[config.mk]
export PLATFORM = sky130hd
export DESIGN_NAME = tun_div_cell
export DESIGN_NICKNAME = d
export VERILOG_FILES = /design/src/hdl/tun_pkg.sv /design/src/hdl/tun_div_cell.sv
export SDC_FILE = /design/constraint.sdc
export NUM_CORES = 1
export LEC_CHECK = 0
export ABC_AREA = 1
export BUFFER_PORTS_ARGS = -buffer_cell sky130_fd_sc_hd__buf_2
export CAP_MARGIN = 40
export CORE_AREA = 2 2 323 325
export CTS_CLUSTER_DIAMETER = 150
export DETAILED_ROUTE_END_ITERATION = 6
export DIE_AREA = 0 0 325 327
export GPL_TIMING_DRIVEN = 0
export PLACE_DENSITY = 0.51
export SLEW_MARGIN = 20
export SYNTH_ARGS = -nofsm -noshare
export SYNTH_HDL_FRONTEND = slang
export SYNTH_SLANG_ARGS = --single-unit
[constraint.sdc]
create_clock -name clk -period 2.2 [get_ports clk]
set_input_delay 0.22 -clock clk [delete_from_list [all_inputs] [get_ports clk]]
set_output_delay 0.22 -clock clk [all_outputs]
set_load 0.01 [all_outputs]
[src/hdl/tun_pkg.sv]
// Shared types and constants for the triangle unit normal pipeline.
`default_nettype none
package tun_pkg;

  localparam int MAG_W  = 31;  // width of a scaled cross-product magnitude
  localparam int ROOT_W = 32;  // width of the integer square root
  localparam int SUM_W  = 64;  // width of the sum of squares
  localparam int SREM_W = 36;  // width of the square-root partial remainder

  // Side information that travels along with one triangle.
  typedef struct packed {
    logic                  deg;  // zero cross product
    logic [2:0]            neg;  // sign of each cross-product component
    logic [2:0][MAG_W-1:0] m;    // scaled magnitudes
  } flow_t;

endpackage
`default_nettype wire

[src/hdl/tun_div_cell.sv]
// One cell of the division chain: settles one quotient bit for all three lanes.
`default_nettype none
module tun_div_cell #(
  parameter int FRAC = 30
) (
  input  wire                                  clk,
  input  wire                                  en,
  input  wire  [tun_pkg::ROOT_W-1:0]           root_in,
  input  wire  [2:0][tun_pkg::ROOT_W-1:0]      rem_in,
  input  wire  [2:0][FRAC:0]                   num_in,
  input  wire  [2:0][FRAC:0]                   quo_in,
  input  wire  tun_pkg::flow_t                 flow_in,
  output logic [tun_pkg::ROOT_W-1:0]           root_out,
  output logic [2:0][tun_pkg::ROOT_W-1:0]      rem_out,
  output logic [2:0][FRAC:0]                   num_out,
  output logic [2:0][FRAC:0]                   quo_out,
  output tun_pkg::flow_t                       flow_out
);

  logic [2:0][tun_pkg::ROOT_W:0]   trial;
  logic [2:0]                      take;
  logic [2:0][tun_pkg::ROOT_W:0]   diff;

  always_comb begin
    for (int i = 0; i < 3; i++) begin
      trial[i] = {rem_in[i], num_in[i][FRAC]};
      take[i]  = (trial[i] >= {1'b0, root_in});
      diff[i]  = trial[i] - {1'b0, root_in};
    end
  end

  always_ff @(posedge clk) begin
    if (en) begin
      root_out <= root_in;
      flow_out <= flow_in;
      for (int i = 0; i < 3; i++) begin
        rem_out[i] <= take[i] ? diff[i][tun_pkg::ROOT_W-1:0]
                              : trial[i][tun_pkg::ROOT_W-1:0];
        num_out[i] <= {num_in[i][FRAC-1:0], 1'b0};
        quo_out[i] <= {quo_in[i][FRAC-1:0], take[i]};
      end
    end
  end

endmodule
`default_nettype wire

# Word-level counts from Yosys, hierarchy flattened
# Cells that the tools add are included.
[word_totals]
out_inout_bits = 411
elab_cells = 24
ff_bits = 408
[op_classes]
n_addsub = 3
muxes = 3
n_lt_le_gt_ge = 3
[ops]
columns = ["operator", "n"]
rows = [
  ["33-bit by 32-bit >= comparator with 1-bit output", 3],
  ["32-bit 2-to-1 mux", 3],
  ["32-bit subtractor", 3],
]

# Longest topological paths before layout
# Gate-level depths: netlist of the first run.
[logic_depth]
depth_word = 2
mapped_depth = 16
mapped_depth_nobuf = 15

# Worst setup path after synthesis of the first run
# Ideal clock, no wire load.
[synth_timing]
path_kind = "input port to flip-flop"
start = "in root_in[4] (netlist name)"
end = "reg rem_out[22] (netlist name) (data pin)"
t_arrival_ns = 1.615
required_time_ns = 1.948
slack_ns = 0.333
stages = 14
cell_sequence = "inv_1 ha_1 nand2_1 nand2_1 nand3b_2 nand2_2 nand2_4 nand2_4 nand2_4 nand2_4 nand2_8 buf_6 nand2_1 nand2_1"
[synth_between]
elab_chain_len = 2
word_cells_on_any_way = 3
cone_classes = "add/sub: 1; order compare: 1; mux: 1"
[synth_rtl]
columns = ["element", "line", "source"]
rows = [
  ["start: declaration", "tun_div_cell.sv:8", "input wire [tun_pkg::ROOT_W-1:0] root_in,"],
  ["32-bit subtractor or 33-bit by 32-bit >= comparator with 1-bit output (tied branches)", "tun_div_cell.sv:28, tun_div_cell.sv:27", ""],
  ["32-bit 2-to-1 mux *", "tun_div_cell.sv:37", "rem_out[i] <= take[i] ? diff[i][tun_pkg::ROOT_W-1:0]"],
  ["end signal: indexed assignment", "tun_div_cell.sv:37", ""],
  ["end: declaration", "tun_div_cell.sv:14", "output logic [2:0][tun_pkg::ROOT_W-1:0] rem_out,"],
]
# Every way passes the cells marked *; elsewhere a longest branch is shown, timed or not.
# A chain may end at the register's enable or synchronous reset.

# Worst setup path after layout of the first run
[layout_timing]
start = "in rem_in[19] (netlist name)"
end = "reg rem_out[21] (netlist name) (data pin)"
[layout_between]
elab_chain_len = 2
word_cells_on_any_way = 3
cone_classes = "add/sub: 1; order compare: 1; mux: 1"
[layout_rtl]
columns = ["element", "line", "source"]
rows = [
  ["start: declaration", "tun_div_cell.sv:9", "input wire [2:0][tun_pkg::ROOT_W-1:0] rem_in,"],
  ["32-bit subtractor or 33-bit by 32-bit >= comparator with 1-bit output (tied branches)", "tun_div_cell.sv:28, tun_div_cell.sv:27", ""],
  ["32-bit 2-to-1 mux *", "tun_div_cell.sv:37", ""],
]
# Marked as above.

==> impl_metrics.ini, run 1 <==
[run_status]
outcome = completed

[sta]
worst_slack_ns = 0.01562
min_period_over_period = 0.9929
timing.slew.headroom = 0.5802
holdWs_ns = 0.03813
report.final.hold_viol_count = 0
tightestPinTransition_ns = 0.6290
setup_viol = 0
timing.setup.tns_ns = 0
fin_crit_ns = 2.184
slew_viol_final = 0
fmax_ghz = 0.4578
rsz0062_at_grt = true

[setup_path]
cp-start-kind = input port
worstPathRequired_ns = 2.57
crit_fanout = 5
worstSetupPathType = input port to flop
cp-end-kind = flop
crit_arrival_ns = 2.56

[logic_synthesis]
synth-main-ff-cell = edfxtp_1
yosys_warnings = 0
synth_area_um2 = 21530
ys_seq_elements = 408
synth_area_leaders = edfxtp_1 (57%), nand2_1 (15%), inv_1 (7.1%)
yosys-top-cells-count = nand2_1 (889), edfxtp_1 (408), inv_1 (406)
yosysMostFrequentCell = nand2_1
syn_area_per_cell_um2 = 9.156
ys_async_sr_fraction = 0
ys_seq_area_frac = 0.5689
synth_top_area_frac = 0.5689
syn_inst = 2352
synth.distinct_cells = 33
yosys.area.top_type = edfxtp_1
synth-edff-count = 408

[floorplan]
start_util = 0.2093
die_w_um = 325
dieArea_um2 = 106300
coreArea_um2 = 102900
fp.dieH_um = 327
rows = 118
ios = 824

[route]
firstDrtPassIters = 7
postRouteAntennaNets = 0
first_iter_violations = 1186
vias = 20680
via_per_inst = 4.083
drt_wl_total_um = 104400
drc_errors = 0
wl_per_cell_um = 20.62

[clocking]
clock_path_buffers = 3
cts_buffers = 51
cts_tree = yes
clk_pin_slew_ns = 0.06
cts-root-buf = clkbuf_16
clock_sinks = 408
htreeDepth = 2

[power_and_ir_drop]
p_leak_uw = 0.01634
peakVddDrop_mv = 0.5675
p_comb_frac = 0.234
seqPwrFrac = 0.408
power.density_nw_per_um2 = 706.5
netSwitchingFraction = 0.3066
power.internal_uw = 16450
p_switching_uw = 7275
pwr-share-clk = 0.359

[global_routing]
grt_pass1_wl_um = 144500
grt_use_total = 0.1897
grt_antenna_before_repair = 40
grt_max_degree = 102
grt-ovfl-total = 0
grt_pass1_vias = 20270

[final_layout]
register_area_um2 = 12250
layout.nets = 4144
drive_above_1_share = 0.2885
multi_input_area_um2 = 7836
num-fill-cells = 10760
final_util = 0.3264
area_delta_synth_final_pct = 55.96
instances_no_fill = 5064

[place]
routabilityCongestion = 0.9062
io_buffers = 817
dp_cells = 4555
pre_cts_ws_ns = -0.6968
dp_hpwl_um = 83610

[run]
drv_cap = 0

[worst_hold_path]
min_path_type = input port to flop
[through the flow]
step / cell area [um^2] / total power [uW]
CTS: 33120 / 24010
detailed placement: 27480 / 14670
global placement: 27360 / 14760
finish: 33580 / 23730
floorplan: 21540 / 12230
global route: 33570 / 24870
[flip-flops by register name, summed over array words and instances, names as in the netlist]
| register | count |
|---|---|
| rem_out | 96 |
| root_out | 32 |
| quo_out | 93 |
| num_out | 90 |
| flow_out | 97 |
[critical path: stages]
cell and delay (ns):
dlygate4sd3_1 0.54, buf_2 0.17, ha_4 0.29, nand2_1 0.10, nor2_2 0.13, inv_1 0.09
nor3_1 0.45, nand3_1 0.24, nand4_1 0.13, nand2_1 0.07, nand2_1 0.06, nand2_1 0.06
[layout make-up]
cell class,count,share of cell area
Sequential cell,408,0.3648
Timing Repair Buffer,1225,0.2458
Multi-Input combinational cell,1503,0.2333
Tap cell,1380,0.05141
Inverter,411,0.04627
Clock buffer,56,0.03919
Clock inverter,39,0.01028
Buffer,32,0.008159
Antenna cell,10,0.0007451
[layer usage]
layer  vias to the layer above  routed length (um)  track usage
li1                      10110                   -            -
met1                      9607               38010       0.2040
met2                       760               55410       0.3654
met3                       194                6310      0.03561
met4                         6                4637      0.07055
met5                         -                  41            0
[cell usage in the layout, fill, tap and decap left out, types with 4 or more instances in the layout]
| cell | instances |
|---|---|
| a21oi_1 | 60 |
| and2_1 | 15 |
| buf_16 | 4 |
| buf_2 | 824 |
| buf_4 | 16 |
| buf_6 | 5 |
| buf_8 | 4 |
| bufinv_16 | 4 |
| clkbuf_1 | 4 |
| clkbuf_16 | 53 |
| clkbuf_4 | 4 |
| clkinv_1 | 9 |
| clkinv_2 | 10 |
| clkinvlp_4 | 8 |
| diode_2 | 10 |
| dlygate4sd3_1 | 398 |
| edfxtp_1 | 408 |
| ha_1 | 79 |
| ha_2 | 7 |
| ha_4 | 10 |
| inv_1 | 401 |
| inv_2 | 7 |
| inv_6 | 8 |
| nand2_1 | 873 |
| nand2_2 | 21 |
| nand2_4 | 10 |
| nand3_1 | 170 |
| nand3_2 | 20 |
| nand3b_1 | 11 |
| nand4_1 | 9 |
| nor2_1 | 103 |
| nor2_2 | 16 |
| nor2_4 | 12 |
| nor3_1 | 18 |
| o21bai_1 | 5 |
| xor2_1 | 39 |
[what timing repair did]
item | 4_1_cts | 5_1_grt
resized for setup | 0 | 99
setup endpoints to repair | 0 | 94
endpoints found under the hold margin | 398 | 0
hold buffers | 398 | 0
setup buffers | 0 | 5
[cell families (layout without fill, tap and decap cells)]
kind of cell,after synthesis,count (layout),synth area share
adders and majority gates,99,99,0.05857
xor gates and xnor gates,42,42,0.01708
other,1,13,0.0001741
and+or+nand+nor,1290,1290,0.2560
DFF,408,408,0.5689
AOI/OAI and AO/OA,69,69,0.01662
buffers and inverters,443,1763,0.08262
[power by group through the flow]
stage          clock [uW]  sequential [uW]  combinational [uW]
4_1_cts              8840             9670                5500
3_5_place_dp            0             9820                4850
2_1_floorplan           0            10200                2010
3_3_place_gp            0             9930                4830
5_1_grt              9070             9740                6070
6_report             8510             9670                5540
[final timing paths]
path	start	endpoint	slack, ns	depth (start not counted)
worst max-delay path	rem_in[19]	rem_out[21]	0.02	12
worst min-delay path	rem_in[22]	rem_out[23]	0.04	3
Power figures use the tool's default switching activity.
==> run 2, diff against run 1 <==
- CORE_AREA: 2 2 323 325 -> 2 2 317 319
- DIE_AREA: 0 0 325 327 -> 0 0 319 321
- PLACE_DENSITY: 0.51 -> 0.52
==> run 2 against run 1 <==
Largest power group unchanged. Die area fell by 3.6%. Critical path depth rose by 2. Flip-flop and latch count did not move. Total power fell by 2.7%. Highest routed layer unchanged.
==> impl_metrics.ini, run 2 (synthesis gave the netlist of run 1 again) <==
[setup_path]
worstPathRequired_ns = 2.56
worstSetupPathType = input port to flop
crit_arrival_ns = 2.55
cp-start-kind = input port
cp-end-kind = flop
crit_fanout = 10

[final_layout]
final_cell_mix = nand2_1 (879), buf_2 (833), edfxtp_1 (408), inv_1 (405), dlygate4sd3_1 (390)
top_regs = flow_out (97), rem_out (96), quo_out (93)
final_util = 0.3326
num-fill-cells = 10360
final_common_cell = nand2_1
layout.nets = 4133
largest_register = flow_out
drive_above_1_share = 0.2761
area_delta_synth_final_pct = 53.34
largest_reg_flops = 97

[power_and_ir_drop]
pwr-share-clk = 0.348
p_switching_uw = 6902
peakVddDrop_mv = 0.5347
netSwitchingFraction = 0.2989
p_comb_frac = 0.233
power.internal_uw = 16190
seqPwrFrac = 0.419
total_power_uw = 23090
p_leak_uw = 0.01623
power.density_nw_per_um2 = 699.4

[run_status]
outcome = completed

[sta]
report.final.hold_viol_count = 0
timing.slew.headroom = 0.5113
min_period_over_period = 0.9944
fmax_ghz = 0.4571
setup_viol = 0
fin_crit_ns = 2.188
rsz0062_at_grt = true
slew_viol_final = 0
holdWs_ns = 0.05775
tightestPinTransition_ns = 0.7330
timing.setup.tns_ns = 0

[worst_hold_path]
min_path_type = input port to flop
hold_depth = 3

[route]
via_per_inst = 4.150
wl_per_cell_um = 18.69
vias = 20610
top_layer = met5
wl_met2_um = 47000
wirelength_met1_um = 37000
wl_met3_um = 5490
firstDrtPassIters = 6
drc_errors = 0
drt_wl_total_um = 92780
postRouteAntennaNets = 0
first_iter_violations = 1335

[floorplan]
die_w_um = 319
rows = 116
start_util = 0.2169
coreArea_um2 = 99280
dieArea_um2 = 102400
ios = 824
fp.dieH_um = 321

[clocking]
cts_tree = yes
clk_pin_slew_ns = 0.07
htreeDepth = 2
cts_buffers = 48
clock_sinks = 408
cts-root-buf = clkbuf_16
clock_path_buffers = 3

[run]
drv_cap = 0

[place]
routabilityCongestion = 0.9164
dp_hpwl_um = 74070
io_buffers = 817

[global_routing]
grt-ovfl-total = 0
grt_antenna_before_repair = 17
grt_max_degree = 101
grt_pass1_vias = 19830
grt_use_total = 0.1734
grt_pass1_wl_um = 130600
[run 2: cell count changes in the layout (fill, tap and decap cells not counted), sizes merged]
cell         before  now
inv             416  413
clkbuf           61   58
buf             854  858
bufinv            4    5
clkinv           22   19
clkinvlp          8    4
dlygate4sd3     398  390
diode            10    9
[run 2: timing repair]
action	4_1_cts	5_1_grt
endpoints found under the setup margin	0	31
hold endpoints to repair	389	1
gates resized for setup	0	31
hold buffers	389	1
buffers inserted	0	6
[run 2: path summary, 6_finish.rpt]
check                        from  slack (ns)     endpoint
worst min-delay path   rem_in[87]        0.06  rem_out[88]
worst max-delay path  root_in[14]        0.01  rem_out[92]
[run 2: layer usage]
metal,global-route usage,vias up
met5,0,-
met4,0.06258,10
met3,0.03576,118
met2,0.3130,708
met1,0.2021,9684
li1,-,10090
[run 2: final cells by class]
type	count	area [um^2]	share of cell area
well taps	1298	1624	0.04918
clock buffers	57	1235	0.03740
diodes	9	22.52	0.0006821
clock inverters	30	309.0	0.009359
flip-flops and latches	408	12250	0.3710
repair buffers	1217	8170	0.2474
inverters	411	1546	0.04683
multi-input cells	1503	7614	0.2306
plain buffers	32	247.7	0.007503
[run 2: power groups by stage]
stage / registers, uW / logic, uW / clock network [uW]
after floorplan: 10200 / 2010 / 0
final: 9670 / 5380 / 8040
after global routing: 9730 / 5870 / 8600
after detailed placement: 9810 / 4740 / 0
after CTS: 9670 / 5350 / 8310
after global placement: 9900 / 4710 / 0
[run 2: through the flow]
| step | instance area, um^2 | std cells | worst slack, ns |
|---|---|---|---|
| floorplan | 21540 | 2354 | 0.3332 |
| global placement | 27250 | 4469 | -5.562 |
| detailed placement | 27380 | 4473 | -0.6138 |
| CTS | 32810 | 4949 | 0.02713 |
| global route | 33010 | 4962 | -0.04404 |
| finish | 33020 | 4965 | 0.01227 |
[run 2: worst max-delay path, cell delays in order]
cell	delay (ns)
buf_2	0.10
inv_1	0.36
ha_1	0.30
nand2_1	0.10
nor2_1	0.28
nand2_1	0.10
nor2_1	0.27
nand2_1	0.11
nand3_2	0.10
nor2_4	0.07
buf_4	0.15
buf_2	0.18
nand3_1	0.14
nand2_1	0.07
==> run 3, diff against run 2 <==
- CORE_AREA: 2 2 317 319 -> 2 2 325 327
- DIE_AREA: 0 0 319 321 -> 0 0 327 329
- PLACE_DENSITY: 0.52 -> 0.5
==> run 3 against run 2 <==
Sequential share of layout area up 0.13 points. Die area up 5.1%. Clock power down 5.3%. Non-clock buffer count down 14. Maximum frequency up 1.6%. First-iteration DRC count down 20%. Count of clock-buffer cells in the layout up 1. Worst hold slack worse by 0.030 ns. Global-route usage down 0.77 points. Cell count up 1.5%. Flip-flop and latch count unchanged. Critical path type unchanged. Largest cell class unchanged. Largest power group unchanged.
==> impl_metrics.ini, run 3 (synthesis gave the netlist of run 1 again) <==
[clocking]
cts_tree = yes
htreeDepth = 2
cts_buffers = 50
clk_pin_slew_ns = 0.06
clock_path_buffers = 3
cts-root-buf = clkbuf_16
clock_sinks = 408

[route]
wl_per_cell_um = 18.55
wl_met2_um = 49550
drt_wl_total_um = 93530
via_per_inst = 4.054
firstDrtPassIters = 5
first_iter_violations = 1063
wl_met3_um = 6284
drc_errors = 0
top_layer = met5
wirelength_met1_um = 34090
postRouteAntennaNets = 0
vias = 20440

[final_layout]
final_cell_mix = nand2_1 (884), buf_2 (836), edfxtp_1 (408), inv_1 (404), dlygate4sd3_1 (381)
area_delta_synth_final_pct = 52.79
top_regs = flow_out (97), rem_out (96), quo_out (93)
final_util = 0.3152
final_common_cell = nand2_1
largest_reg_flops = 97
instances_no_fill = 5041
num-fill-cells = 10960
drive_above_1_share = 0.2740
largest_register = flow_out
layout.nets = 4121

[sta]
holdWs_ns = 0.02752
setup_viol = 0
timing.setup.tns_ns = 0
report.final.hold_viol_count = 0
timing.slew.headroom = 0.6176
fmax_ghz = 0.4644
rsz0062_at_grt = false
fin_crit_ns = 2.153
min_period_over_period = 0.9788
tightestPinTransition_ns = 0.5736
slew_viol_final = 0

[floorplan]
die_w_um = 327
rows = 119
ios = 824
coreArea_um2 = 104400
start_util = 0.2063
dieArea_um2 = 107600
fp.dieH_um = 329

[place]
dp_cells = 4566
routabilityCongestion = 0.9818
io_buffers = 817
dp_hpwl_um = 75200

[setup_path]
cp-start-kind = input port
worstPathRequired_ns = 2.53
crit_fanout = 10
worstSetupPathType = input port to flop
cp-end-kind = flop
crit_arrival_ns = 2.48

[run_status]
outcome = completed

[global_routing]
grt_max_degree = 104
grt_antenna_before_repair = 27
grt_use_total = 0.1656
grt_pass1_wl_um = 131500
grt_pass1_vias = 20510
grt-ovfl-total = 0

[run]
drv_cap = 0

[power_and_ir_drop]
peakVddDrop_mv = 0.5716
power.density_nw_per_um2 = 688.2
p_leak_uw = 0.01611

[worst_hold_path]
min_path_type = input port to flop
run 3: cell types whose count changed in the layout (fill, tap and decap cells not counted), sizes merged:
cell / delta
clkinv: +4
diode: -5
clkinvlp: +3
buf: -4
dlygate4sd3: -9
inv: -1
bufinv: -5
run 3: report_power, final:
| part | internal (uW) | switching, uW | leakage [uW] |
|---|---|---|---|
| Sequential | 9460 | 205 | 0.00399 |
| Combinational | 2100 | 3270 | 0.0114 |
| Clock | 4190 | 3420 | 0.000711 |
| Total | 15700 | 6900 | 0.0161 |
run 3: worst paths after layout:
path / slack [ns] / cells after the start / start / endpoint
max: 0.05 / 14 / root_in[27] / rem_out[22]
min: 0.03 / 3 / rem_in[11] / rem_out[12]
run 3: repair_timing:
item                       CTS  global route
buffers inserted             0             1
hold endpoints to repair   381             0
hold buffers               381             0
resized for setup            0            18
setup endpoints to repair    0            32
run 3: area by class of cell:
cell class                      instances  area, um^2  area share
Buffer                                 32       236.5    0.007187
Clock buffer                           58        1281     0.03894
Multi-Input combinational cell       1503        7601      0.2310
Sequential cell                       408       12250      0.3724
Tap cell                             1391        1740     0.05290
Inverter                              411        1550     0.04712
Timing Repair Buffer                 1203        8030      0.2441
Antenna cell                            4       10.01   0.0003042
Clock inverter                         31       201.4    0.006122
run 3: layer usage:
metal / GRT usage / up-vias
met2: 0.3171 / 694
li1: - / 10060
met1: 0.1714 / 9467
met4: 0.06153 / 34
met5: 0 / -
met3: 0.04420 / 182
run 3: per-stage QoR:
step	total power [uW]	setup slack, ns	area, um^2
2_1_floorplan	12230	0.3332	21540
3_3_place_gp	14700	-5.726	27370
3_5_place_dp	14630	-0.5562	27490
4_1_cts	22990	0.01190	32790
5_1_grt	23800	0.003804	32900
6_report	22640	0.04668	32900
run 3: critical path: stages:
cell	delay (ns)
buf_2	0.10
inv_1	0.27
ha_1	0.37
nand2_1	0.17
nor2_1	0.09
inv_1	0.14
nor2_1	0.06
nand2_1	0.09
nand3_2	0.08
nor2_4	0.37
nand2_8	0.11
buf_6	0.18
nand2_1	0.07
nand2_1	0.12
