==> src/hdl/tun_pkg.sv <==
// Shared types and constants for the triangle unit normal pipeline.
`default_nettype none
package tun_pkg;

  localparam int MAG_W  = 31;  // width of a scaled cross-product magnitude
  localparam int ROOT_W = 32;  // width of the integer square root
  localparam int SUM_W  = 64;  // width of the sum of squares
  localparam int SREM_W = 36;  // width of the square-root partial remainder

  // Side information that travels along with one triangle.
  typedef struct packed {
    logic                  deg;  // zero cross product
    logic [2:0]            neg;  // sign of each cross-product component
    logic [2:0][MAG_W-1:0] m;    // scaled magnitudes
  } flow_t;

endpackage
`default_nettype wire

==> src/hdl/tun_sqrt_cell.sv <==
// One cell of the square-root chain: settles one root bit per cell.
`default_nettype none
module tun_sqrt_cell (
  input  wire                              clk,
  input  wire                              en,
  input  wire  [tun_pkg::SUM_W-1:0]        s_in,
  input  wire  [tun_pkg::SREM_W-1:0]       rem_in,
  input  wire  [tun_pkg::ROOT_W-1:0]       root_in,
  input  wire  tun_pkg::flow_t             flow_in,
  output logic [tun_pkg::SUM_W-1:0]        s_out,
  output logic [tun_pkg::SREM_W-1:0]       rem_out,
  output logic [tun_pkg::ROOT_W-1:0]       root_out,
  output tun_pkg::flow_t                   flow_out
);

  logic [tun_pkg::SREM_W-1:0] rem_sh;
  logic [tun_pkg::SREM_W-1:0] trial;
  logic                       take;

  // Bring in the next two radicand bits and try the next root bit.
  always_comb begin
    rem_sh = {rem_in[tun_pkg::SREM_W-3:0], s_in[tun_pkg::SUM_W-1 -: 2]};
    trial  = tun_pkg::SREM_W'({root_in, 2'b01});
    take   = (rem_sh >= trial);
  end

  always_ff @(posedge clk) begin
    if (en) begin
      s_out    <= {s_in[tun_pkg::SUM_W-3:0], 2'b00};
      rem_out  <= take ? (rem_sh - trial) : rem_sh;
      root_out <= {root_in[tun_pkg::ROOT_W-2:0], take};
      flow_out <= flow_in;
    end
  end

endmodule
`default_nettype wire

==> config.mk <==
export PLATFORM = sky130hd
export DESIGN_NAME = tun_sqrt_cell
export DESIGN_NICKNAME = d
export VERILOG_FILES = /design/src/hdl/tun_pkg.sv /design/src/hdl/tun_sqrt_cell.sv
export SDC_FILE = /design/constraint.sdc
export NUM_CORES = 1
export LEC_CHECK = 0
export BUFFER_PORTS_ARGS = -buffer_cell sky130_fd_sc_hd__buf_2
export CAP_MARGIN = 20
export CORE_AREA = 2 2 180 182
export CTS_BUF_LIST = sky130_fd_sc_hd__clkbuf_16
export CTS_CLUSTER_SIZE = 14
export DETAILED_ROUTE_END_ITERATION = 16
export DIE_AREA = 0 0 182 184
export MAX_ROUTING_LAYER = met4
export SYNTH_ARGS = -nofsm -noshare
export SYNTH_HDL_FRONTEND = slang
export SYNTH_SLANG_ARGS = --single-unit
==> constraint.sdc <==
create_clock -name clk -period 2.99 [get_ports clk]
set_input_delay 0 -clock clk [delete_from_list [all_inputs] [get_ports clk]]
set_output_delay 0 -clock clk [all_outputs]
set_load 0.03 [all_outputs]
# Word level (Yosys, flattened, before mapping)
# Cells that the tools add are included.
# totals
reg_bits	227
inputBits	231
output_inout_bits	229
elab_cells	11
# classes
n_addsub	1
order_cmp	1
muxes	1
# op_table
op	count
$ge 36x34->1	1
$mux 36	1
$sub 36x34->36	1

# Longest topological paths before layout
# Gate-level depths: netlist of the first run.
# logic_depth
word_depth	2
mapped_depth	13
depth_no_buf	10

# Worst setup path before layout of the first run
# No wires, ideal clock.
# synth_path
kind	input port to flip-flop
start	in root_in[19] in the netlist's numbering
end	reg rem_out[30] in the netlist's numbering, data pin
setup_ns	0.262
t_arrival_ns	2.028
required_time_ns	2.728
path_slack_ns	0.700
cell_stages	11
path_buffers	2
path_cell_list	inv_1 -> ha_1 -> buf_2 -> nand4_2 -> nor4_2 -> and3_1 -> a21bo_1 -> and2_4 -> a21oi_4 -> buf_4 -> mux2_1
# synth_between
elab_chain_cells	2
elab_cells_between_ends	3
cone_classes	1 x add/sub; 1 x order compare; 1 x mux
# synth_rtl
element	line	text
start: declaration	tun_sqrt_cell.sv:8	input wire [tun_pkg::ROOT_W-1:0] root_in,
$sub 36x34->36 / $ge 36x34->1 (equally long branches)	tun_sqrt_cell.sv:30, tun_sqrt_cell.sv:24	
$mux 36 *	tun_sqrt_cell.sv:30	rem_out <= take ? (rem_sh - trial) : rem_sh;
end signal: assignment	tun_sqrt_cell.sv:30	
end: declaration	tun_sqrt_cell.sv:11	output logic [tun_pkg::SREM_W-1:0] rem_out,
# Every way passes the cells marked *; elsewhere a longest branch is shown, timed or not.
# A chain may end at the register's enable or synchronous reset.

# Worst setup path after layout of the first run
# layout_path
start	in root_in[18] in the netlist's numbering
end	reg rem_out[4] in the netlist's numbering, data pin
# layout_between
elab_chain_cells	2
# layout_rtl
element	line	text
$ge 36x34->1	tun_sqrt_cell.sv:24	take = (rem_sh >= trial);
$mux 36	tun_sqrt_cell.sv:30	
# No other way between the ends.

==> results, run 1 <==
- The die covers 0.0335 mm2.
- The total wire length after detailed routing is 31700 um.
- The count of pins over their slew limit came to 0.
- The number of distinct library cell variants in the gate-level netlist after synthesis is 60.
- The count of endpoints failing hold in the final timing report is 0.
- The number of cells on the worst hold path is 2.
- The first global-routing pass estimated 46300 um of wire.
- Of all flip-flops after synthesis, the portion carrying an async set or reset was 0%.
- Once detail routing completed, the nets flagged for antenna violations numbered 0.
- STA classifies the critical path startpoint as an input port.
- The initial antenna violation count is 4.
- Port buffering added 455 buffers.
- The switching fraction of total power is 28.8%.
- Global routing used 18.5% of the available tracks.
- The internal portion of the total power is 0.00652 W.
- After global routing, the most crowded layer is met2.
- The worst path uses 94.7% of the clock period.
- From synthesis to final layout, the design area changed by 63.5%.
- The longest individual stage delay on the worst path is 0.55 ns.
- The flow ran to the end, and the final reports show no timing, DRC or antenna violations.
- The TritonCTS clock tree is built.
- The top achievable clock speed is 353 MHz.
- Synthesis produced a netlist whose cell count is 624.
- Setup violations remaining at the end of the flow were counted as 0.
- The total congestion overflow after global routing is 0.
- The via density per instance is 4.48.
- The signal on the critical path passes through dlygate4sd3_1, buf_2, inv_1, ha_1, nand4_1, nor4_4, and3_1, a21bo_1, and2_4, a21oi_4, buf_12, mux2_1.
- CTS built an H-tree with a depth of 1.
- In this run the post-CTS setup repair buffer count came out at 0.
- The cell at the slowest stage of the critical path is sky130_fd_sc_hd__dlygate4sd3_1.
- The slew at the pin closest to its max-slew limit is 0.707 ns.
- The global routing usage on met1 is 19.8%.
- The pin count of the biggest net entering global routing is 87.
- The worst-path maximum fanout is 31.
- After synthesis, the most frequently instantiated cells are 227 x sky130_fd_sc_hd__edfxtp_1, 47 x sky130_fd_sc_hd__a21oi_1, 40 x sky130_fd_sc_hd__inv_1.
- In this run the worst setup path begins at root_in[18].
- Measured along the x axis, the die boundary spans 182 um.
- The worst max-slew margin expressed relative to the limit is 52.9%.
- In this run the deepest clock path goes through 3 buffers.
- The die boundary height is 184 um.
- The area of the core region is 0.0314 mm2.
- The net count of the finished layout is 1596.
- Setup repair after global routing left no endpoint under its margin.
- The via count of the first global-routing pass is 8084.
- The met2 global-route usage is 34.3%.
- The number of detailed-routing iterations run before antenna repair is 4.
- The most instantiated flip-flop cell in the synthesis netlist is sky130_fd_sc_hd__edfxtp_1.
- The total CTS buffers is 26.
- Per report_power, the combinational group accounts for 22.5% of the total.
- The synthesized cell area is 0.00944 mm2.
- The mean instance size in the synthesized netlist is 15.1 um2.
- Yosys printed 0 warnings.
- Counting the fill cells in the layout gives 2720.
- The type of the worst setup path is in2reg.
- The global-route met3 utilization is 4.34%.
- The most frequent cell after synthesis is sky130_fd_sc_hd__edfxtp_1.
- The startpoint of the lowest-slack hold path is flow_in[40].
- The arrival time of data at the critical path endpoint is 3.10 ns.
- The clock period minus final worst setup slack is 2.83 ns.
- The area fraction of the dominant cell type after synthesis is 72.2%.
- For this design the total switching power over the nets is 0.00263 W.
- Of the total power, the clock network draws 34.6%.
- The clock edge transition at the registers on the reported setup and hold paths is 0.06 ns.
- For this design the static power due to leakage is 6.68 nW.
- The root buffer selected by CTS is sky130_fd_sc_hd__clkbuf_16.
- The maximum vdd drop is 476 uV.
- The path with the worst hold slack has its endpoint at flow_out[40].
- The starting density of the core is 30.1%.
- Counting flops with a built-in enable in the synthesized netlist gives 227.
- Yosys attributes the largest share of cell area to sky130_fd_sc_hd__edfxtp_1 72%, sky130_fd_sc_hd__ha_1 4.5%, sky130_fd_sc_hd__a21oi_1 2.5%.
- The share of the core filled with cells in the final layout is 49.2%.
- Data on the critical path is required at its endpoint by 3.26 ns.
- The synthesized design spends more area on one cell type than any other, namely sky130_fd_sc_hd__edfxtp_1.
- The congestion estimate from routability-driven global placement came to 0.815.
- Sequential cells were found to cover 72.2% of the synthesized design area.
- In this run, synthesis produced a sequential element count of 227.
- The endpoint type of the worst setup path is a register.
- The min-delay analysis places its worst path in the category in2reg.
- The boundary pin count is 460.
- In this run the power density over the cells is 593 mW/mm2.
- After detailed routing, the number of remaining DRC violations is 0.
- The wire-length estimate of the detail-placed layout is 22200 um.
- The average routed wire per standard cell is 18.1 um.
- The number of design-rule violations left by the first detailed-router iteration is 323.
- The number of core rows is 65.
- The number of clock sinks is 227.
- The sequential power share is 42.9%.
- The total negative slack for setup checks is 0 ns.
- Across the run, the number of max-cap violations was 0.
- The detailed router placed 7869 vias in this run.
- The fraction of layout instances using a drive strength above 1 is 40.0%.
[sequential cells by signal, summed over array words and instances (netlist names)]
register and cells:
root_out 32, rem_out 36, s_out 62, flow_out 97
[stage by stage]
step           area [um2]  hold WS, ns  instances  setup slack [ns]  power (W)
2_1_floorplan        9450       0.0989        625             0.700    0.00512
3_3_place_gp        12300        0.177       1478             0.171    0.00578
3_5_place_dp        12300        0.178       1478             0.108    0.00580
4_1_cts             15400        0.143       1752            0.0959    0.00926
5_1_grt             15400        0.153       1756            0.0338    0.00955
6_report            15400        0.181       1756             0.159    0.00916
[power by group through the flow]
stage               Clock [W]  Sequential [W]  Combinational, W
finish                0.00317         0.00393           0.00206
global route          0.00340         0.00396           0.00219
CTS                   0.00327         0.00393           0.00207
detailed placement          0         0.00399           0.00181
global placement            0         0.00398           0.00180
floorplan                   0         0.00461          0.000503
[cell families after synthesis]
logic type      Yosys count  synth area share, %
xor+xnor                 33                 3.06
simple gates            124                 6.64
mux                      12                 1.43
fa+ha+maj                34                 4.51
other cells               1               0.0397
buf+inv                  65                 3.15
flops                   227                 72.2
compound gates          128                 8.98
[critical path: cells and delay by family]
kind / cells / cell delay [ns]
buffers and inverters: 4 / 0.93
AND/OR/NAND/NOR: 4 / 0.99
AO/OA/AOI/OAI: 2 / 0.38
multiplexers: 1 / 0.36
adder cells (fa/ha/maj): 1 / 0.42
[what timing repair did]
| action | in CTS | in global routing |
|---|---|---|
| hold endpoints to repair | 268 | 0 |
| hold buffers | 227 | 0 |
| endpoints found under the setup margin | 0 | 3 |
| resized for setup | 0 | 1 |
[placed cells by master (no fill, tap or decap), types with 12 or more instances in the layout]
master                          count
sky130_fd_sc_hd__buf_2            454
sky130_fd_sc_hd__edfxtp_1         227
sky130_fd_sc_hd__dlygate4sd3_1    227
sky130_fd_sc_hd__a21oi_1           47
sky130_fd_sc_hd__inv_1             46
sky130_fd_sc_hd__nor2_1            35
sky130_fd_sc_hd__ha_1              34
sky130_fd_sc_hd__nand2_1           31
sky130_fd_sc_hd__clkbuf_16         27
sky130_fd_sc_hd__o21ai_0           23
sky130_fd_sc_hd__xnor2_1           18
sky130_fd_sc_hd__buf_4             17
sky130_fd_sc_hd__xor2_1            15
sky130_fd_sc_hd__a21oi_2           12
[layer usage]
metal,vias to the layer above,share of wire [%]
met1,3748,37
met4,0,2.4
li1,3761,-
met2,300,54
met5,-,0
met3,60,6.9
[cell type report]
cell class,instances,area [um2],share of cell area [%]
diodes,4,10.0,0.0648
clock buffers,27,676,4.38
clock inverters,20,176,1.14
inverters,40,150,0.972
multi-input cells,333,2340,15.2
flip-flops and latches,227,6820,44.1
well taps,402,503,3.26
repair buffers,703,4770,30.9
[how the worst max path moves through the flow]
| stage | endpoint | depth (start not counted) |
|---|---|---|
| 6_report | rem_out[4] | 12 |
| 5_1_grt | rem_out[35] | 13 |
| 4_1_cts | rem_out[29] | 12 |
| 3_5_place_dp | rem_out[7] | 11 |
| 3_3_place_gp | rem_out[8] | 11 |
| 2_1_floorplan | rem_out[30] | 11 |
Note: power is estimated with default switching activity, not from simulation.
==> run 2, diff against run 1 <==
--- a/config.mk
+++ b/config.mk
@@ -12,7 +12,6 @@
 export CTS_CLUSTER_SIZE = 14
 export DETAILED_ROUTE_END_ITERATION = 16
 export DIE_AREA = 0 0 182 184
-export MAX_ROUTING_LAYER = met4
 export SYNTH_ARGS = -nofsm -noshare
 export SYNTH_HDL_FRONTEND = slang
 export SYNTH_SLANG_ARGS = --single-unit
==> run 2 against run 1 <==
Compared with the run above:
- maximum frequency increased by 0.45%
- combinational power about the same
- sequential power about the same
- flip-flop and latch count unchanged
- largest cell class unchanged
- first-iteration DRC count decreased by 16%
==> results, run 2 (synthesis results as in run 1) <==
- RSZ-0062 raised after global routing: false (unchanged).
- Largest registers: flow_out: 97 flops, s_out: 62 flops, rem_out: 36 flops (unchanged).
- The critical path required time is 3.26 ns (about the same).
- The total CTS buffers came to 26 (unchanged).
- The antenna violation net count after detailed routing is 0 (unchanged).
- The area added between synthesis and finish is 63.4% (was 63.5%).
- The fraction of layout instances using a drive strength above 1 came to 40.0% (unchanged).
- The total of max-cap violations is 0 (unchanged).
- The type of the worst setup path was in2reg (unchanged).
- The maximum vdd drop is 475 uV (was 476 uV).
- The width of the die was 182 um (unchanged).
- The placer's final routability congestion estimate came to 0.803 (was 0.815).
- The endpoint type of the worst setup path was a register (unchanged).
- The combinational fraction of design power was 22.5% (about the same).
- The residual DRC count is 0 (unchanged).
- The clock period minus final worst setup slack came to 2.82 ns (was 2.83 ns).
- The number of clock sinks came to 227 (unchanged).
- The number of buffers inserted to repair setup after CTS is 0 (unchanged).
- The final clock period utilization by the worst path is 94.2% (was 94.7%).
- The boundary pin count came to 460 (unchanged).
- The initial antenna violation count is 3 (was 4).
- Run status: completed (unchanged).
- The via count of the first global-routing pass was 8106 (was 8084).
- The number of flip-flops in the largest register was 97 (unchanged).
- The cell-internal power is 0.00652 W (about the same).
- The final setup violation count is 0 (unchanged).
- The root buffer selected by CTS is sky130_fd_sc_hd__clkbuf_16 (unchanged).
- The average routed wire per standard cell is 18.1 um (about the same).
- The via density per instance is 4.50 (was 4.48).
- The number of core rows is 65 (unchanged).
- The fill cell total of the finished layout is 2724 (was 2720).
- The switching fraction of total power came to 28.8% (about the same).
- The top achievable clock speed is 355 MHz (was 353 MHz).
- The count of vias placed by the detailed router is 7880 (was 7869).
- The slew at the pin closest to its max-slew limit is 0.712 ns (was 0.707 ns).
- The net count of the finished layout came to 1596 (unchanged).
- The number of detailed-routing iterations run before antenna repair is 5 (was 4).
- The starting density of the core is 30.1% (unchanged).
- The global-route total usage across every layer came to 18.0% (was 18.5%).
- The arrival time of data at the critical path endpoint is 3.09 ns (was 3.10 ns).
- The estimated wirelength of the detail-placed design is 22200 um (unchanged).
- The register with the most flip-flops is flow_out (unchanged).
- The pin count of the biggest net entering global routing is 87 (unchanged).
- The worst-path maximum fanout is 31 (unchanged).
- The count of pins over their slew limit is 0 (unchanged).
- The floorplan die area is 0.0335 mm2 (unchanged).
- The class of the tightest hold or removal check is in2reg (unchanged).
- The worst max-slew margin expressed relative to the limit is 52.5% (was 52.9%).
- The most frequent standard cell in the layout excluding fill and tap cells was sky130_fd_sc_hd__buf_2 (unchanged).
- The area of the core region came to 0.0314 mm2 (unchanged).
- The clock tree buffer depth is 3 (unchanged).
- The TritonCTS clock tree is built (unchanged).
- The overall power of the completed layout is 0.00916 W (about the same).
- The total congestion overflow after global routing is 0 (unchanged).
- The sequential power share is 42.9% (about the same).
- The static power due to leakage is 6.68 nW (about the same).
- The total wire length after detailed routing is 31700 um (about the same).
- The number of design-rule violations left by the first detailed-router iteration is 270 (was 323).
- The clock edge transition at the registers on the reported setup and hold paths is 0.07 ns (was 0.06 ns).
- The clock share of power was 34.6% (about the same).
- The depth of the CTS H-tree is 1 (unchanged).
- The number of cells on the worst hold path is 6 (was 2).
- The count of endpoints failing hold in the final timing report is 0 (unchanged).
- The count of buffers from port buffering came to 455 (unchanged).
- The die boundary height is 184 um (unchanged).
- The power density over the cells was 594 mW/mm2 (was 593 mW/mm2).
- The global-route wire length before repair is 46300 um (about the same).
- The total negative slack for setup checks is 0 ns (unchanged).
- The element type at the critical path start is an input port (unchanged).
- Leading cell types in the layout, fill and taps excluded: 454 x sky130_fd_sc_hd__buf_2, 227 x sky130_fd_sc_hd__edfxtp_1, 227 x sky130_fd_sc_hd__dlygate4sd3_1 (unchanged).
- The switching power came to 0.00264 W (was 0.00263 W).
## run 2: cell count changes in the layout (fill, tap and decap cells not counted)
cell,before,now
sky130_fd_sc_hd__diode_2,4,1
## run 2: layer usage
metal | vias up | wire [um] | track usage (%)
li1 | 3760 | - | -
met1 | 3765 | 11700 | 19.7
met2 | 292 | 17000 | 34.2
met3 | 61 | 2190 | 4.50
met4 | 2 | 817 | 5.32
met5 | - | 9 | 0
## run 2: worst paths after layout
check / startpoint / end / slack (ns)
setup / recovery: root_in[18] / rem_out[4] / 0.17
hold / removal: root_in[31] / rem_out[35] / 0.17
## run 2: area by class of cell
class / count / area, um2 / share of cell area (%)
inverter: 40 / 150 / 0.973
multi-input combinational: 333 / 2340 / 15.2
clock inverter: 20 / 176 / 1.14
clock buffer: 27 / 676 / 4.38
timing repair buffer: 703 / 4770 / 30.9
antenna: 1 / 2.50 / 0.0162
tap: 402 / 503 / 3.26
sequential: 227 / 6820 / 44.2
## run 2: what timing repair did
| item | CTS | global route |
|---|---|---|
| hold buffers | 227 | 0 |
| setup endpoints to repair | 0 | 3 |
| gates resized for setup | 0 | 1 |
| endpoints found under the hold margin | 268 | 0 |
## run 2: worst max-delay path, cell delays in order
cell                            delay, ns
sky130_fd_sc_hd__dlygate4sd3_1       0.54
sky130_fd_sc_hd__buf_2               0.12
sky130_fd_sc_hd__inv_1               0.04
sky130_fd_sc_hd__ha_1                0.42
sky130_fd_sc_hd__nand4_1             0.25
sky130_fd_sc_hd__nor4_4              0.39
sky130_fd_sc_hd__and3_1              0.20
sky130_fd_sc_hd__a21bo_1             0.23
sky130_fd_sc_hd__and2_4              0.15
sky130_fd_sc_hd__a21oi_4             0.15
sky130_fd_sc_hd__buf_12              0.22
sky130_fd_sc_hd__mux2_1              0.36
## run 2: per-stage QoR
stage	instance area [um2]	hold slack [ns]	setup WS, ns	cells	utilization (%)
floorplan	9450	0.0989	0.700	625	-
global placement	12300	0.177	0.171	1478	39.2
detailed placement	12300	0.178	0.108	1478	39.2
CTS	15400	0.143	0.0959	1752	49.1
global route	15400	0.153	0.0339	1753	49.2
finish	15400	0.174	0.172	1753	49.2
## run 2: power by group through the flow
stage	logic, W	registers, W	clock network [W]
after global routing	0.00219	0.00396	0.00340
after global placement	0.00180	0.00398	0
final	0.00206	0.00393	0.00317
after CTS	0.00207	0.00393	0.00327
after floorplan	0.000503	0.00461	0
after detailed placement	0.00181	0.00399	0
==> run 3, diff against run 2 <==
--- a/config.mk
+++ b/config.mk
@@ -5,13 +5,14 @@
 export SDC_FILE = /design/constraint.sdc
 export NUM_CORES = 1
 export LEC_CHECK = 0
+export ABC_AREA = 1
 export BUFFER_PORTS_ARGS = -buffer_cell sky130_fd_sc_hd__buf_2
 export CAP_MARGIN = 20
-export CORE_AREA = 2 2 180 182
+export CORE_AREA = 2 2 178 180
 export CTS_BUF_LIST = sky130_fd_sc_hd__clkbuf_16
 export CTS_CLUSTER_SIZE = 14
 export DETAILED_ROUTE_END_ITERATION = 16
-export DIE_AREA = 0 0 182 184
+export DIE_AREA = 0 0 180 182
 export SYNTH_ARGS = -nofsm -noshare
 export SYNTH_HDL_FRONTEND = slang
 export SYNTH_SLANG_ARGS = --single-unit
==> run 3 against run 2 <==
Compared with the run above:
- critical path depth rose by 2
- utilization up 2.3 points
- synthesized cell count is 48% higher
- global-route usage is 2.5 points higher
- power decreased by 2.6%
- clock power shrank 6.6%
- clock-buffer cell count is 1 lower
- cell count increased by 17%
- critical path type unchanged
- largest cell class unchanged
- largest power group unchanged
- highest routed layer is now met4
==> results, run 3 <==
- The clock tree buffer depth is 3 (unchanged).
- The count of vias placed by the detailed router is 9059 (was 7880).
- Run status: completed (unchanged).
- The arrival time of data at the critical path endpoint is 2.56 ns (was 3.09 ns).
- The via count of the first global-routing pass is 9084 (was 8106).
- The total negative slack for setup checks is 0 ns (unchanged).
- The floorplan die area came to 0.0328 mm2 (was 0.0335 mm2).
- The highest signal layer in the routed design was met4 (was met5).
- The overall power of the completed layout is 0.00892 W (was 0.00916 W).
- The element type at the critical path start is an input port (unchanged).
- The combinational fraction of design power came to 22.8% (was 22.5%).
- The minimum setup slack after placement is 0.678 ns (was 0.108 ns).
- The estimated wirelength of the detail-placed design came to 25200 um (was 22200 um).
- The average routed wire per standard cell came to 17.0 um (was 18.1 um).
- The number of buffers inserted to repair setup after CTS is 0 (unchanged).
- The endpoint type of the worst setup path is a register (unchanged).
- The area of the core region is 0.0310 mm2 (was 0.0314 mm2).
- The maximum vdd drop came to 347 uV (was 475 uV).
- The clock period minus final worst setup slack is 2.29 ns (was 2.82 ns).
- The most frequent standard cell in the layout excluding fill and tap cells is sky130_fd_sc_hd__buf_2 (unchanged).
- The power density over the cells is 559 mW/mm2 (was 594 mW/mm2).
- The final clock period utilization by the worst path came to 76.7% (was 94.2%).
- The via density per instance is 4.41 (was 4.50).
- The die boundary height is 182 um (was 184 um).
- The number of clock sinks is 227 (unchanged).
- Top cells by instance count after synthesis: 326 x sky130_fd_sc_hd__nand2_1, 227 x sky130_fd_sc_hd__edfxtp_1, 129 x sky130_fd_sc_hd__inv_1 (was 227 x sky130_fd_sc_hd__edfxtp_1, 47 x sky130_fd_sc_hd__a21oi_1, 40 x sky130_fd_sc_hd__inv_1).
- The count of flip-flops with a built-in enable after synthesis is 227 (unchanged).
- The most instantiated flip-flop cell in the synthesis netlist is sky130_fd_sc_hd__edfxtp_1 (unchanged).
- The cell type with the largest total area after synthesis is sky130_fd_sc_hd__edfxtp_1 (unchanged).
- The met3 wire length is 1990 um (was 2190 um).
- The placer's final routability congestion estimate came to 0.860 (was 0.803).
- The critical path capture point is rem_out[24] (was rem_out[4]).
- The sequential power share is 43.9% (was 42.9%).
- The depth of the CTS H-tree is 1 (unchanged).
- The boundary pin count is 460 (unchanged).
- The final setup violation count was 0 (unchanged).
- Ranking of synthesized cells by area: sky130_fd_sc_hd__edfxtp_1 68%, sky130_fd_sc_hd__nand2_1 12%, sky130_fd_sc_hd__inv_1 4.8% (was sky130_fd_sc_hd__edfxtp_1 72%, sky130_fd_sc_hd__ha_1 4.5%, sky130_fd_sc_hd__a21oi_1 2.5%).
- The top achievable clock speed is 436 MHz (was 355 MHz).
- RSZ-0062 raised after global routing: false (unchanged).
- The number of design-rule violations left by the first detailed-router iteration is 517 (was 270).
- Leading cell types in the layout, fill and taps excluded: 454 x sky130_fd_sc_hd__buf_2, 326 x sky130_fd_sc_hd__nand2_1, 227 x sky130_fd_sc_hd__edfxtp_1, 227 x sky130_fd_sc_hd__dlygate4sd3_1, 134 x sky130_fd_sc_hd__inv_1 (was 454 x sky130_fd_sc_hd__buf_2, 227 x sky130_fd_sc_hd__edfxtp_1, 227 x sky130_fd_sc_hd__dlygate4sd3_1).
- The root buffer selected by CTS was sky130_fd_sc_hd__clkbuf_16 (unchanged).
- The switching fraction of total power came to 30.2% (was 28.8%).
- The residual DRC count is 0 (unchanged).
- The register with the most flip-flops is flow_out (unchanged).
- The worst max-slew margin expressed relative to the limit is 51.6% (was 52.5%).
- The pin count of the biggest net entering global routing is 90 (was 87).
- The number of warnings issued by yosys is 0 (unchanged).
- The width of the die is 180 um (was 182 um).
- The total wire length after detailed routing came to 35000 um (was 31700 um).
- The share of the core filled with cells in the final layout came to 51.4% (was 49.2%).
- The mean instance size in the synthesized netlist came to 10.9 um2 (was 15.1 um2).
- The worst-path maximum fanout is 37 (was 31).
- The clock share of power is 33.2% (was 34.6%).
- The net count of the finished layout is 1897 (was 1596).
- The synthesized cell area is 0.0101 mm2 (was 0.00944 mm2).
- The fraction of layout instances using a drive strength above 1 is 31.0% (was 40.0%).
- The flop and latch count out of synthesis is 227 (unchanged).
- The critical path required time is 3.26 ns (about the same).
- The fill cell total of the finished layout came to 2787 (was 2724).
- The antenna violation net count after detailed routing came to 0 (unchanged).
- The number of detailed-routing iterations run before antenna repair came to 5 (unchanged).
- The slew at the pin closest to its max-slew limit is 0.726 ns (was 0.712 ns).
- The number of distinct library cell variants in the gate-level netlist after synthesis is 29 (was 60).
- The type of the worst setup path is in2reg (unchanged).
- The cell-internal power is 0.00622 W (was 0.00652 W).
- The hold slack is 0.173 ns (was 0.174 ns).
- The count of endpoints failing hold in the final timing report is 0 (unchanged).
- The starting density of the core was 32.6% (was 30.1%).
- Largest registers: flow_out: 97 flops, s_out: 62 flops, rem_out: 36 flops (unchanged).
- The number of flip-flops in the largest register is 97 (unchanged).
- The routed wire length on met2 came to 18200 um (was 17000 um).
- The switching power is 0.00269 W (was 0.00264 W).
- The share of synthesized area occupied by flip-flops and latches is 67.6% (was 72.2%).
- The final worst setup slack was 0.697 ns (was 0.172 ns).
- The global-route total usage across every layer was 20.5% (was 18.0%).
- The synthesized instance count is 923 (was 624).
- The total CTS buffers came to 26 (unchanged).
- The static power due to leakage is 7.54 nW (was 6.68 nW).
- The detailed-routing wirelength on met1 is 13700 um (was 11700 um).
- The area added between synthesis and finish was 58.0% (was 63.4%).
- The class of the tightest hold or removal check is in2reg (unchanged).
- The global-route wire length before repair came to 52300 um (was 46300 um).
- The TritonCTS clock tree is built (unchanged).
- The most frequent cell after synthesis is sky130_fd_sc_hd__nand2_1 (was sky130_fd_sc_hd__edfxtp_1).
- The count of pins over their slew limit is 0 (unchanged).
- The critical path startpoint is rem_in[17] (was root_in[18]).
- The initial antenna violation count is 4 (was 3).
- The clock edge transition at the registers on the reported setup and hold paths was 0.06 ns (was 0.07 ns).
- The total of max-cap violations is 0 (unchanged).
- The number of core rows came to 65 (unchanged).
- The count of buffers from port buffering is 455 (unchanged).
- The total congestion overflow after global routing was 0 (unchanged).
- The area fraction of the dominant cell type after synthesis is 67.6% (was 72.2%).
- The share of async-settable or async-resettable flops after synthesis is 0% (unchanged).
==> run 3: cell types whose count changed after synthesis, sizes merged, moves of 17 or more <==
cell   delta
inv      +91
nor2     +42
o21ai    -19
a21oi    -35
nand3    +25
nand2   +297
xnor2    -17
==> run 3: worst max-delay path, cell delays in order <==
cell                            delay, ns
sky130_fd_sc_hd__dlygate4sd3_1       0.55
sky130_fd_sc_hd__buf_2               0.14
sky130_fd_sc_hd__ha_1                0.38
sky130_fd_sc_hd__nand2_1             0.13
sky130_fd_sc_hd__nor2_2              0.19
sky130_fd_sc_hd__nand2_1             0.10
sky130_fd_sc_hd__nor2_1              0.11
sky130_fd_sc_hd__nand2_1             0.07
sky130_fd_sc_hd__nand3_2             0.15
sky130_fd_sc_hd__nand3_4             0.10
sky130_fd_sc_hd__nand2_8             0.20
sky130_fd_sc_hd__inv_4               0.22
sky130_fd_sc_hd__nand2_1             0.12
sky130_fd_sc_hd__nand2_1             0.06
==> run 3: routing by layer <==
layer,global-route usage (%),up-vias
met5,0,-
met4,6.28,0
met3,3.83,64
met2,38.1,320
met1,23.8,4226
li1,-,4449
==> run 3: power groups by stage <==
| stage | clock network, W | registers (W) | logic (W) |
|---|---|---|---|
| 4_1_cts | 0.00303 | 0.00391 | 0.00204 |
| 3_3_place_gp | 0 | 0.00397 | 0.00178 |
| 2_1_floorplan | 0 | 0.00458 | 0.000507 |
| 3_5_place_dp | 0 | 0.00397 | 0.00179 |
| 5_1_grt | 0.00318 | 0.00394 | 0.00219 |
| 6_report | 0.00296 | 0.00392 | 0.00204 |
==> run 3: area by class of cell <==
class | count | area (um2) | area share (%)
clock inverter | 21 | 144 | 0.903
inverter | 131 | 494 | 3.10
multi-input combinational | 558 | 2710 | 17.0
antenna | 3 | 7.51 | 0.0471
clock buffer | 26 | 651 | 4.08
timing repair buffer | 688 | 4620 | 29.0
tap | 402 | 503 | 3.16
sequential | 227 | 6820 | 42.8
==> run 3: worst min path at each step <==
stage,cells after the start,start,slack (ns),to
2_1_floorplan,0,flow_in[0],0.1,flow_out[0]
3_3_place_gp,1,flow_in[50],0.18,flow_out[50]
3_5_place_dp,1,s_in[53],0.18,s_out[55]
4_1_cts,2,s_in[56],0.14,s_out[58]
5_1_grt,2,s_in[14],0.16,s_out[16]
6_report,2,s_in[53],0.17,s_out[55]
==> run 3: what timing repair did <==
item                      4_1_cts  5_1_grt
resized for setup               0        0
hold buffers                  227        0
hold endpoints to repair      229        0
==> run 3: kinds of logic after synthesis <==
group | share of synthesized area, %
AOI/OAI and AO/OA | 2.03
buffers and inverters | 5.61
adders and majority gates | 4.22
DFF | 67.6
xor gates and xnor gates | 1.56
other | 0.0372
and+or+nand+nor | 19.0
==> run 3: stage by stage <==
| stage | cells | instance area, um2 |
|---|---|---|
| final | 2056 | 15900 |
| after global routing | 2055 | 15900 |
| after CTS | 2053 | 15900 |
| after detailed placement | 1779 | 12900 |
| after global placement | 1779 | 12900 |
| after floorplan | 924 | 10100 |
